File: config.mk
export PLATFORM = sky130hd
export DESIGN_NAME = lbr_ram
export DESIGN_NICKNAME = d
export VERILOG_FILES = /design/src/sv/lbr_ram.sv
export SDC_FILE = /design/constraint.sdc
export NUM_CORES = 1
export LEC_CHECK = 0
export BUFFER_PORTS_ARGS = -buffer_cell sky130_fd_sc_hd__buf_4
export CAP_MARGIN = 20
export CORE_UTILIZATION = 54
export DETAILED_ROUTE_END_ITERATION = 8
export PLACE_DENSITY_LB_ADDON = 0.2
export SLEW_MARGIN = 20
export SYNTH_ARGS = -nofsm -noshare
export SYNTH_HDL_FRONTEND = slang
export SYNTH_SLANG_ARGS = --single-unit
File: constraint.sdc
create_clock -name clk -period 1.8 [get_ports clk]
set_input_delay 0.36 -clock clk [delete_from_list [all_inputs] [get_ports clk]]
set_output_delay 0.36 -clock clk [all_outputs]
set_load 0.01 [all_outputs]
File: src/sv/lbr_ram.sv
// ----------------------------------------------------------------------------
// lbr_ram
// generic simple dual-port ram, one write port, one registered read port
// ----------------------------------------------------------------------------
`default_nettype none

module lbr_ram #(
    parameter int WIDTH = 8,
    parameter int DEPTH = 16
) (
    input  wire logic                     clk,
    input  wire logic                     wr_en,
    input  wire logic [$clog2(DEPTH)-1:0] wr_addr,
    input  wire logic [WIDTH-1:0]         wr_data,
    input  wire logic                     rd_en,
    input  wire logic [$clog2(DEPTH)-1:0] rd_addr,
    output logic      [WIDTH-1:0]         rd_data
);

    logic [WIDTH-1:0] mem [DEPTH];

    always_ff @(posedge clk)
    begin
        if (wr_en)
        begin
            mem[wr_addr] <= wr_data;
        end
    end

    always_ff @(posedge clk)
    begin
        if (rd_en)
        begin
            rd_data <= mem[rd_addr];
        end
    end

endmodule

`default_nettype wire

==> results of run 1 <==
## flip-flops by register name (all words and copies together) (netlist names)
signal / flops
rd_data: 8
mem: 128
## layout by cell type (no fill, tap or decap), drive strengths merged
cell        n
a22oi      16
and2        1
and2b       1
buf        53
bufinv      3
clkbuf     19
clkinv      2
clkinvlp    4
edfxtp    136
inv         4
mux4       32
nand2       9
nand2b      2
nand3       1
nand3b      2
nor2       13
nor2b       1
nor3        4
or3b        1
## metal layers
metal	track usage, %	part of all wire (%)	vias to the layer above
met2	34.7	50	96
met5	0	0	-
li1	-	-	1107
met1	28.9	43	1260
met3	6.20	5.4	18
met4	9.03	1.8	0
## worst reg2reg max path: cells and delay by family (launching register included)
kind | cells | cell delay (ns)
AO/OA/AOI/OAI | 1 | 0.20
flip-flops | 1 | 0.35
multiplexers | 1 | 0.53
AND/OR/NAND/NOR | 1 | 0.13
## stage by stage
stage	TNS (ns)	setup WS, ns	area, sq um
CTS	0	0.294	6350
floorplan	0	0.158	5230
global route	0	0.282	6350
detailed placement	-0.312	-0.0931	5760
finish	0	0.310	6350
global placement	-0.173	-0.0775	5760
## layout make-up
class | count | area, sq um | area share (%)
flip-flops and latches | 136 | 4080 | 64.4
repair buffers | 53 | 448 | 7.06
clock buffers | 19 | 422 | 6.64
multi-input cells | 83 | 1060 | 16.7
clock inverters | 13 | 169 | 2.66
well taps | 129 | 161 | 2.54
## Yosys cell counts
library cell and n:
edfxtp_1 136, mux4_2 18, a22oi_1 16, mux4_1 14, nor2_1 13, nand2_1 9
nor3_1 4, buf_2 3, buf_6 3, clkdlybuf4s25_2 3, nand2b_1 2, nand3b_1 2
and2_1 1, and2b_1 1, buf_4 1, nand3_1 1, nor2b_1 1, or3b_2 1
## logic make-up after synthesis
kind of cell           synth area share (%)
multiplexers                           14.8
AO/OA/AOI/OAI                          2.30
AND/OR/NAND/NOR                        3.14
buffers and inverters                  1.65
flip-flops                             78.1
## power by group
part	switching, mW	total (mW)	internal [mW]
clock network	1.31	3.43	2.13
logic	0.192	0.368	0.176
registers	0.0203	3.59	3.57
total	1.52	7.39	5.87
## how the worst min path moves through the flow
stage | start | end | cells after the start
global placement | wr_data[4] | mem[7][4] | 1
finish | wr_data[2] | mem[2][2] | 1
global route | rd_en | rd_data[2] | 1
CTS | wr_data[4] | mem[5][4] | 1
floorplan | wr_data[0] | mem[0][0] | 0
detailed placement | wr_data[4] | mem[5][4] | 1
==> reports/metrics.csv, run 1 <==
stage,metric,value,unit
worst_setup_path,Critical Path Max Stage Delay,0.53,ns
floorplan,Row Count,35,
synth,Seq cells post-synth,136,
final_layout,Layout area overhead,21.4,%
floorplan,die width,100,um
timing,crit path time final,1.49,ns
outcome,status,completed,
cts,Max Buffers Root-to-Sink,2,
final_layout,Layout Cells excl Fill,433,
grt,vias in the first global route,2564,
worst_setup_path,Setup crit start,mem[6][1],
synth,Synth area leader,edfxtp_1,
final_layout,Antenna Cells,0,
grt,initial antenna violation count,0,
placement,IO Port Bufs,26,
floorplan,core area,0.00933,sq mm
worst_setup_path,cell chain of the critical path,mux4_1 > a22oi_1 > nand2_1,
timing,Fin. Hold Viols,0,
grt,GRT Overall Usage,21.9,%
route,drc violations,0,
synth,Post-Syn Area,0.00523,sq mm
worst_setup_path,crit-path max FO,1,
cts,root buf cell,clkbuf_8,
floorplan,I/O pins,27,
cts,Clock transition at path regs,0.06,ns
timing,# setup viols final,0,
synth,sequential area share after synthesis,78.1,%
worst_setup_path,worst r2r src,mem[6][1],
timing,"Slew Viols, Final",0,
synth,Yosys cell types,18,
route,first-pass iteration count of the detailed router,4,
worst_setup_path,Worst R2R Setup Slack,0.31,ns
cts,total CTS buffers,17,
timing,worst-margin pin slew,0.703,ns
power_and_ir_drop,Tot Pwr,7.39,mW
timing,period utilization,82.8,%
route,WL final,9800,um
route,DRT antenna net count,0,
route,vias,2481,
worst_setup_path,data required time of the worst path,2.04,ns
worst_setup_path,startpoint types,flip-flop,
timing,unrepaired setup endpoints after global routing,no,
grt,largest net degree at the start of global routing,17,
floorplan,starting density of the core,56.0,%
power_and_ir_drop,worst vdd ir,0.582,mV
power_and_ir_drop,Leak,2.17,nW
timing,Slew headroom,53.0,%
grt,grt ovf,0,
worst_setup_path,Levels on crit path,3,
worst_setup_path,worst path arrival time,1.73,ns
placement,gpl congestion,0.714,
synth,total nets after synthesis,248,
job,# Max-Cap Violations,0,
worst_setup_path,kind of critical path,reg2reg,
cts,setup repair bufs after CTS,0,
cts,"Clk Latency, worst-skew pair",0.51,ns
timing,Hold WS,0.155,ns
worst_setup_path,Worst Reg-to-Reg Cells,3,
cts,# clock sinks,136,
placement,DP HPWL,6250,um
final_layout,Final Core Density,68.0,%
cts,H-Tree Level Count,4,
worst_setup_path,Buf/Inv on CP,0,
timing,Clock Skews,0.00891,ns
placement,Post-Place Cells,401,
synth,syn_area_per_cell,22.8,sq um
cts,CTS tree,yes,
worst_setup_path,RR Endpoint,rd_data[1],
worst_setup_path,"CP delay by family, top",multiplexers,
worst_setup_path,"Slowest-stage cell, CP",mux4_1,
synth,share of the synthesized area in the top cell type,78.1,%
worst_setup_path,crit path to,rd_data[1],
cts,CTS resizes,0,
worst_setup_path,Worst setup EP type,flip-flop,
timing,Achievable Freq,671,MHz
route,First DRT Iteration DRCs,167,
final_layout,fillers,574,
final_layout,fin nets,310,
floorplan,Die Y,100,um
grt,global-route wire length before repair,14800,um
final_layout,share of cells above drive strength 1,33.9,%
synth,Synth Warn #,0,
synth,"top cells by area, synth","edfxtp_1 (78%), mux4_2 (7.8%), mux4_1 (7.0%)",
route,WL/cell,22.6,um
cts,cts hold-fix bufs,0,
worst_hold_path,worst hold path type,in2reg,
route,vias per inst,5.73,
power_and_ir_drop,P per Cell Area,1160,mW/mm^2
synth,Cells after Synth,229,
floorplan,die area,0.0101,sq mm
Note: power is estimated with default switching activity, not from simulation.
==> run 2: changes to the inputs <==
--- a/config.mk
+++ b/config.mk
@@ -5,9 +5,10 @@
 export SDC_FILE = /design/constraint.sdc
 export NUM_CORES = 1
 export LEC_CHECK = 0
+export ABC_AREA = 1
 export BUFFER_PORTS_ARGS = -buffer_cell sky130_fd_sc_hd__buf_4
 export CAP_MARGIN = 20
-export CORE_UTILIZATION = 54
+export CORE_UTILIZATION = 55
 export DETAILED_ROUTE_END_ITERATION = 8
 export PLACE_DENSITY_LB_ADDON = 0.2
 export SLEW_MARGIN = 20
==> constraint.sdc (replaced) <==
create_clock -name clk -period 1.3 [get_ports clk]
set_input_delay 0.26 -clock clk [delete_from_list [all_inputs] [get_ports clk]]
set_output_delay 0.26 -clock clk [all_outputs]
set_load 0.01 [all_outputs]
==> reports/metrics.csv, run 2 <==
stage,metric,value,unit,change
outcome,status,"complete, but fails checks",,
outcome,failing checks,setup timing,,
final_layout,Antenna Cells,0,,unchanged
timing,Clock Skews,0.00554,ns,-0.00337 ns
final_layout,Layout area overhead,17.8,%,
worst_setup_path,crit-path max FO,1,,unchanged
cts,H-Tree Level Count,4,,unchanged
final_layout,top flop regs,"mem: 128 flops, rd_data: 8 flops",,
final_layout,Layout Cells excl Fill,750,,+73%
cts,Clock transition at path regs,0.06,ns,about the same
route,met2 WL post-DR,6480,um,+33%
worst_setup_path,Worst R2R Setup Slack,0.15,ns,-0.16 ns
cts,root buf cell,clkbuf_8,,
synth,mux cell area share after synthesis,0,%,-15 points
timing,Hold WS,0.0604,ns,-0.0943 ns
floorplan,I/O pins,27,,unchanged
timing,period utilization,105,%,
synth,Post-Syn Area,0.00585,sq mm,+12%
worst_setup_path,Worst setup EP type,output port,,
cts,setup repair bufs after CTS,0,,unchanged
final_layout,max FFs per register,128,,unchanged
worst_setup_path,kind of critical path,reg2out,,
route,vias per inst,5.28,,-7.8%
synth,"Top FF cell, synth",edfxtp_1,,
route,max layer used,met4,,
final_layout,share of cells above drive strength 1,13.8,%,-20 points
floorplan,Row Count,37,,+5.7%
route,First DRT Iteration DRCs,373,,+120%
synth,"count leader, synth",nand2_1,,
cts,"Clk Latency, worst-skew pair",0.52,ns,about the same
synth,share of the synthesized area in the top cell type,69.8,%,-8.3 points
worst_setup_path,"CP delay by family, top",flip-flops,,
grt,vias in the first global route,3959,,+54%
grt,global-route wire length before repair,21000,um,+42%
floorplan,die area,0.0110,sq mm,+9.6%
worst_setup_path,startpoint types,flip-flop,,
timing,Slew headroom,78.5,%,+26 points
timing,final setup margin,-0.0607,ns,-0.371 ns
synth,Synth Area in Simple Gates,20.8,%,+18 points
route,WL/cell,17.5,um,-23%
grt,largest net degree at the start of global routing,43,,+26
timing,worst-margin pin slew,0.322,ns,-0.381 ns
final_layout,Reg with most FFs,mem,,
synth,XOR/XNOR share of the synthesized area,0,%,unchanged
power_and_ir_drop,P per Cell Area,1420,mW/mm^2,+22%
route,length of routed met3 wiring,914,um,+73%
synth,largest family of logic cells by synthesized area,simple AND/OR/NAND/NOR gates,,
worst_setup_path,cell chain of the critical path,buf_6,,
placement,DP HPWL,8270,um,+32%
synth,sequential area share after synthesis,69.8,%,-8.3 points
job,# Max-Cap Violations,0,,unchanged
floorplan,core area,0.0103,sq mm,+11%
route,WL final,13200,um,+34%
final_layout,"commonest non-fill, non-tap cells in the layout","nand2_1 (173), edfxtp_1 (136), inv_1 (100)",,
cts,cts hold-fix bufs,0,,unchanged
route,drc violations,0,,unchanged
synth,Synth area leader,edfxtp_1,,
floorplan,starting density of the core,56.6,%,+0.59 points
route,first-pass iteration count of the detailed router,5,,+1
placement,IO Port Bufs,26,,unchanged
synth,Async SR Flop Fraction,0,%,unchanged
synth,"EDFF count, synth",136,,unchanged
power_and_ir_drop,Leak,3.00,nW,+38%
placement,Post-Place Cells,720,,+80%
synth,"top cells by area, synth","edfxtp_1 (70%), nand2_1 (11%), nand3_1 (8.3%)",,
synth,Compound-Gate Fraction of Synth Area,0,%,-2.3 points
synth,Cells after Synth,551,,+140%
timing,crit path time final,1.36,ns,
synth,Yosys cell types,11,,-7
grt,grt ovf,0,,unchanged
cts,# clock sinks,136,,unchanged
final_layout,fin nets,622,,+100%
final_layout,fillers,787,,+37%
grt,initial antenna violation count,0,,unchanged
worst_setup_path,Buf/Inv on CP,1,,+1
timing,# setup viols final,4,,+4
synth,Post-Synth Adder-Cell Area,0,%,unchanged
timing,Achievable Freq,735,MHz,
synth,Synth Warn #,0,,unchanged
worst_hold_path,worst hold path type,in2reg,,
worst_setup_path,"Slowest-stage cell, CP",edfxtp_1,,
route,met1 WL,5330,um,+26%
timing,unrepaired setup endpoints after global routing,yes,,
final_layout,"most common cell after layout, fill and taps aside",nand2_1,,
synth,Seq cells post-synth,136,,unchanged
timing,Fin. Hold Viols,0,,unchanged
cts,total CTS buffers,17,,unchanged
synth,syn_area_per_cell,10.6,sq um,-54%
floorplan,Die Y,105,um,+4.7%
route,DRT antenna net count,0,,unchanged
synth,Commonest cells post-synth,"nand2_1 (173), edfxtp_1 (136), inv_1 (100), nand3_1 (97), nor2_1 (17)",,
worst_setup_path,data required time of the worst path,1.04,ns,-1.00 ns
worst_setup_path,Critical Path Max Stage Delay,0.44,ns,-0.09 ns
timing,"Slew Viols, Final",0,,unchanged
floorplan,die width,105,um,+4.7%
grt,GRT Overall Usage,26.3,%,+4.4 points
synth,total nets after synthesis,570,,+130%
route,vias,3961,,+60%
cts,Max Buffers Root-to-Sink,2,,unchanged
cts,CTS tree,yes,,
power_and_ir_drop,worst vdd ir,1.02,mV,+75%
placement,gpl congestion,0.855,,+20%
worst_setup_path,worst path arrival time,1.10,ns,-0.63 ns
## run 2: changes by cell type in the layout (fill, tap and decap cells not counted), sizes merged, moves of 8 or more
| cell | before | now |
|---|---|---|
| a22oi | 16 | 0 |
| clkinv | 2 | 10 |
| inv | 4 | 102 |
| mux4 | 32 | 0 |
| nand2 | 9 | 173 |
| nand3 | 1 | 97 |
## run 2: worst paths after layout
| kind | start | end | cells past startpoint |
|---|---|---|---|
| worst min-delay path | rd_en | rd_data[5] | 1 |
| worst min register to register | mem[12][2] | rd_data[2] | 6 |
| worst max-delay path | rd_data[4] | rd_data[4] | 1 |
| worst max register to register | mem[3][5] | rd_data[5] | 6 |
## run 2: kinds of logic after synthesis
logic type             Yosys count
buffers and inverters          126
and+or+nand+nor                289
DFF                            136
## run 2: repair_timing
action                                 CTS  global route
pin swaps                                0             0
endpoints found under the hold margin    0             0
resized for setup                        4             4
setup endpoints to repair                7             8
## run 2: per-layer routing
metal  vias up  track usage, %
li1       1885               -
met1      1877            34.9
met2       170            40.3
met3        29            6.49
met4         0            13.9
met5         -               0
## run 2: layout make-up
type	count	area (sq um)	area share, %
Tap cell	136	170	2.47
Clock inverter	13	90.1	1.31
Clock buffer	17	414	6.01
Inverter	102	383	5.56
Sequential cell	136	4080	59.3
Timing Repair Buffer	57	533	7.74
Multi-Input combinational cell	289	1210	17.6
## run 2: metrics by stage
| stage | worst slack (ns) | util (%) | TNS [ns] | power, mW | instance area, sq um |
|---|---|---|---|---|---|
| after floorplan | 0.0892 | - | 0 | 5.41 | 5850 |
| after global placement | -0.133 | 61.5 | -0.676 | 5.71 | 6350 |
| after detailed placement | -0.139 | 61.5 | -0.873 | 5.73 | 6350 |
| after CTS | -0.0694 | 66.6 | -0.242 | 9.79 | 6870 |
| after global routing | -0.0824 | 66.7 | -0.362 | 10.1 | 6890 |
| final | -0.0607 | 66.7 | -0.101 | 9.76 | 6890 |
## run 2: power by group
part | leakage, nW | switching [mW] | internal [mW]
clock network | 0.249 | 1.65 | 2.45
logic | 1.51 | 0.435 | 0.249
registers | 1.24 | 0.0318 | 4.94
==> run 3: changes to the inputs <==
--- a/config.mk
+++ b/config.mk
@@ -5,12 +5,12 @@
 export SDC_FILE = /design/constraint.sdc
 export NUM_CORES = 1
 export LEC_CHECK = 0
-export ABC_AREA = 1
 export BUFFER_PORTS_ARGS = -buffer_cell sky130_fd_sc_hd__buf_4
 export CAP_MARGIN = 20
-export CORE_UTILIZATION = 55
+export CORE_MARGIN = 5
+export CORE_UTILIZATION = 54
 export DETAILED_ROUTE_END_ITERATION = 8
-export PLACE_DENSITY_LB_ADDON = 0.2
+export PLACE_DENSITY = 0.82
 export SLEW_MARGIN = 20
 export SYNTH_ARGS = -nofsm -noshare
 export SYNTH_HDL_FRONTEND = slang
==> reports/metrics.csv, run 3 (synthesis results as in run 1) <==
stage,metric,value,unit,change
placement,area post-placement,0.00581,sq mm,-8.6%
grt,grt ovf,0,,unchanged
floorplan,Die Y,108,um,+3.1%
route,DRT antenna net count,0,,unchanged
final_layout,"commonest non-fill, non-tap cells in the layout","edfxtp_1 (136), buf_4 (36), mux4_2 (32)",,
final_layout,Final Core Density,67.0,%,+0.26 points
cts,# clock sinks,136,,unchanged
floorplan,starting density of the core,54.5,%,-2.1 points
floorplan,die area,0.0117,sq mm,+6.3%
power_and_ir_drop,Leak,2.14,nW,-29%
outcome,status,"complete, but fails checks",,
timing,# setup viols final,11,,+7
cts,cts hold-fix bufs,0,,unchanged
final_layout,Layout area overhead,22.9,%,
timing,Fin. Hold Viols,0,,unchanged
timing,crit path time final,1.46,ns,+0.0980 ns
outcome,failing checks,setup timing,,
final_layout,final instance area,0.00643,sq mm,-6.7%
cts,Max Buffers Root-to-Sink,2,,unchanged
timing,Clock Skews,0.00525,ns,-0.000288 ns
cts,Clock transition at path regs,0.06,ns,about the same
floorplan,I/O pins,27,,unchanged
route,vias,2565,,-35%
placement,IO Port Bufs,26,,unchanged
route,first-pass iteration count of the detailed router,5,,unchanged
floorplan,die width,108,um,+3.1%
grt,largest net degree at the start of global routing,17,,-60%
final_layout,"most common cell after layout, fill and taps aside",edfxtp_1,,
timing,final setup margin,-0.159,ns,-0.0980 ns
final_layout,max FFs per register,128,,unchanged
timing,Hold WS,0.0462,ns,-0.0141 ns
worst_setup_path,crit-path max FO,1,,unchanged
grt,global-route wire length before repair,15600,um,-26%
power_and_ir_drop,Tot Pwr,10.1,mW,+3.0%
power_and_ir_drop,P per Cell Area,1560,mW/mm^2,+10%
route,WL/cell,23.7,um,+35%
worst_setup_path,data required time of the worst path,1.56,ns,+0.52 ns
timing,unrepaired setup endpoints after global routing,yes,,
floorplan,Row Count,36,,-2.7%
cts,total CTS buffers,17,,unchanged
grt,vias in the first global route,2601,,-34%
route,vias per inst,5.87,,+11%
worst_setup_path,Worst setup EP type,flip-flop,,
cts,root buf cell,clkbuf_8,,
power_and_ir_drop,worst vdd ir,0.920,mV,-9.5%
route,First DRT Iteration DRCs,332,,-11%
final_layout,share of cells above drive strength 1,41.4,%,+28 points
placement,gpl congestion,0.770,,-9.8%
final_layout,top flop regs,"mem: 128 flops, rd_data: 8 flops",,
final_layout,Antenna Cells,0,,unchanged
worst_setup_path,kind of critical path,reg2reg,,
worst_hold_path,WHS Endpoint,rd_data[2],,
final_layout,Layout Cells excl Fill,437,,-42%
worst_setup_path,Worst Reg-to-Reg Cells,3,,-3
route,WL final,10400,um,-21%
grt,initial antenna violation count,0,,unchanged
worst_hold_path,min-delay src,rd_en,,
timing,worst-margin pin slew,0.878,ns,+0.556 ns
worst_hold_path,hold path cells,1,,unchanged
timing,Achievable Freq,686,MHz,-6.7%
floorplan,core area,0.00959,sq mm,-7.1%
worst_setup_path,startpoint types,flip-flop,,
placement,DP HPWL,6370,um,-23%
placement,pre-CTS WS,-0.550,ns,-0.412 ns
timing,Slew headroom,41.3,%,-37 points
route,drc violations,0,,unchanged
worst_hold_path,worst hold path type,in2reg,,
final_layout,Reg with most FFs,mem,,
timing,sum of negative setup slack,-1.01,ns,-0.910 ns
cts,"Clk Latency, worst-skew pair",0.52,ns,about the same
worst_setup_path,Worst R2R Setup Slack,-0.16,ns,-0.31 ns
worst_setup_path,worst path arrival time,1.72,ns,+0.62 ns
timing,period utilization,112,%,+7.5 points
placement,Post-Place Cells,405,,-44%
cts,H-Tree Level Count,4,,unchanged
worst_setup_path,worst r2r src,mem[11][2],,
timing,"Slew Viols, Final",0,,unchanged
job,# Max-Cap Violations,0,,unchanged
final_layout,fin nets,310,,-50%
grt,GRT Overall Usage,19.6,%,-6.7 points
worst_setup_path,RR Endpoint,rd_data[2],,
cts,CTS tree,yes,,
run 3: cell types whose count changed in the layout (fill, tap and decap cells not counted), sizes merged, moves of 4 or more:
| cell | delta |
|---|---|
| nand2 | -164 |
| mux4 | +32 |
| clkbuf | +4 |
| inv | -102 |
| nand3 | -96 |
| nor2 | -4 |
| buf | -4 |
| nor3 | +4 |
| a22oi | +16 |
run 3: critical path, cell delays in order (launching register included):
cell and delay [ns]:
edfxtp_1 0.36, mux4_2 0.50, a22oi_2 0.24, nand2_1 0.10
run 3: worst max path at each step:
| stage | from | to | slack (ns) | cells after the start |
|---|---|---|---|---|
| floorplan | rd_addr[0] | rd_data[1] | -0.16 | 5 |
| global placement | rd_addr[0] | rd_data[1] | -0.50 | 6 |
| detailed placement | rd_addr[0] | rd_data[2] | -0.55 | 5 |
| CTS | mem[11][2] | rd_data[2] | -0.18 | 3 |
| global route | mem[10][7] | rd_data[7] | -0.18 | 3 |
| finish | mem[11][2] | rd_data[2] | -0.16 | 3 |
run 3: where the power goes:
| part | leakage (nW) | internal, mW | switching, mW |
|---|---|---|---|
| Combinational | 0.631 | 0.279 | 0.299 |
| Sequential | 1.24 | 4.94 | 0.0322 |
| Clock | 0.274 | 2.88 | 1.61 |
run 3: timing repair:
item / 4_1_cts / 5_1_grt
gates resized for setup: 10 / 6
setup buffers: 0 / 0
gates cloned: 0 / 0
pin swaps: 1 / 3
endpoints found under the setup margin: 16 / 16
run 3: final cells by class:
cell class | instances | area [sq um]
Multi-Input combinational cell | 83 | 1080
Tap cell | 133 | 166
Sequential cell | 136 | 4080
Clock buffer | 21 | 429
Timing Repair Buffer | 53 | 541
Fill cell | 581 | 3170
Clock inverter | 11 | 130
run 3: routing by layer:
metal,wire length (um),vias to the layer above,GRT usage (%),share of wire (%)
li1,-,1096,-,-
met1,4190,1328,26.4,40
met2,5260,128,29.8,51
met3,752,13,6.45,7.3
met4,157,0,8.30,1.5
met5,0,-,0,0
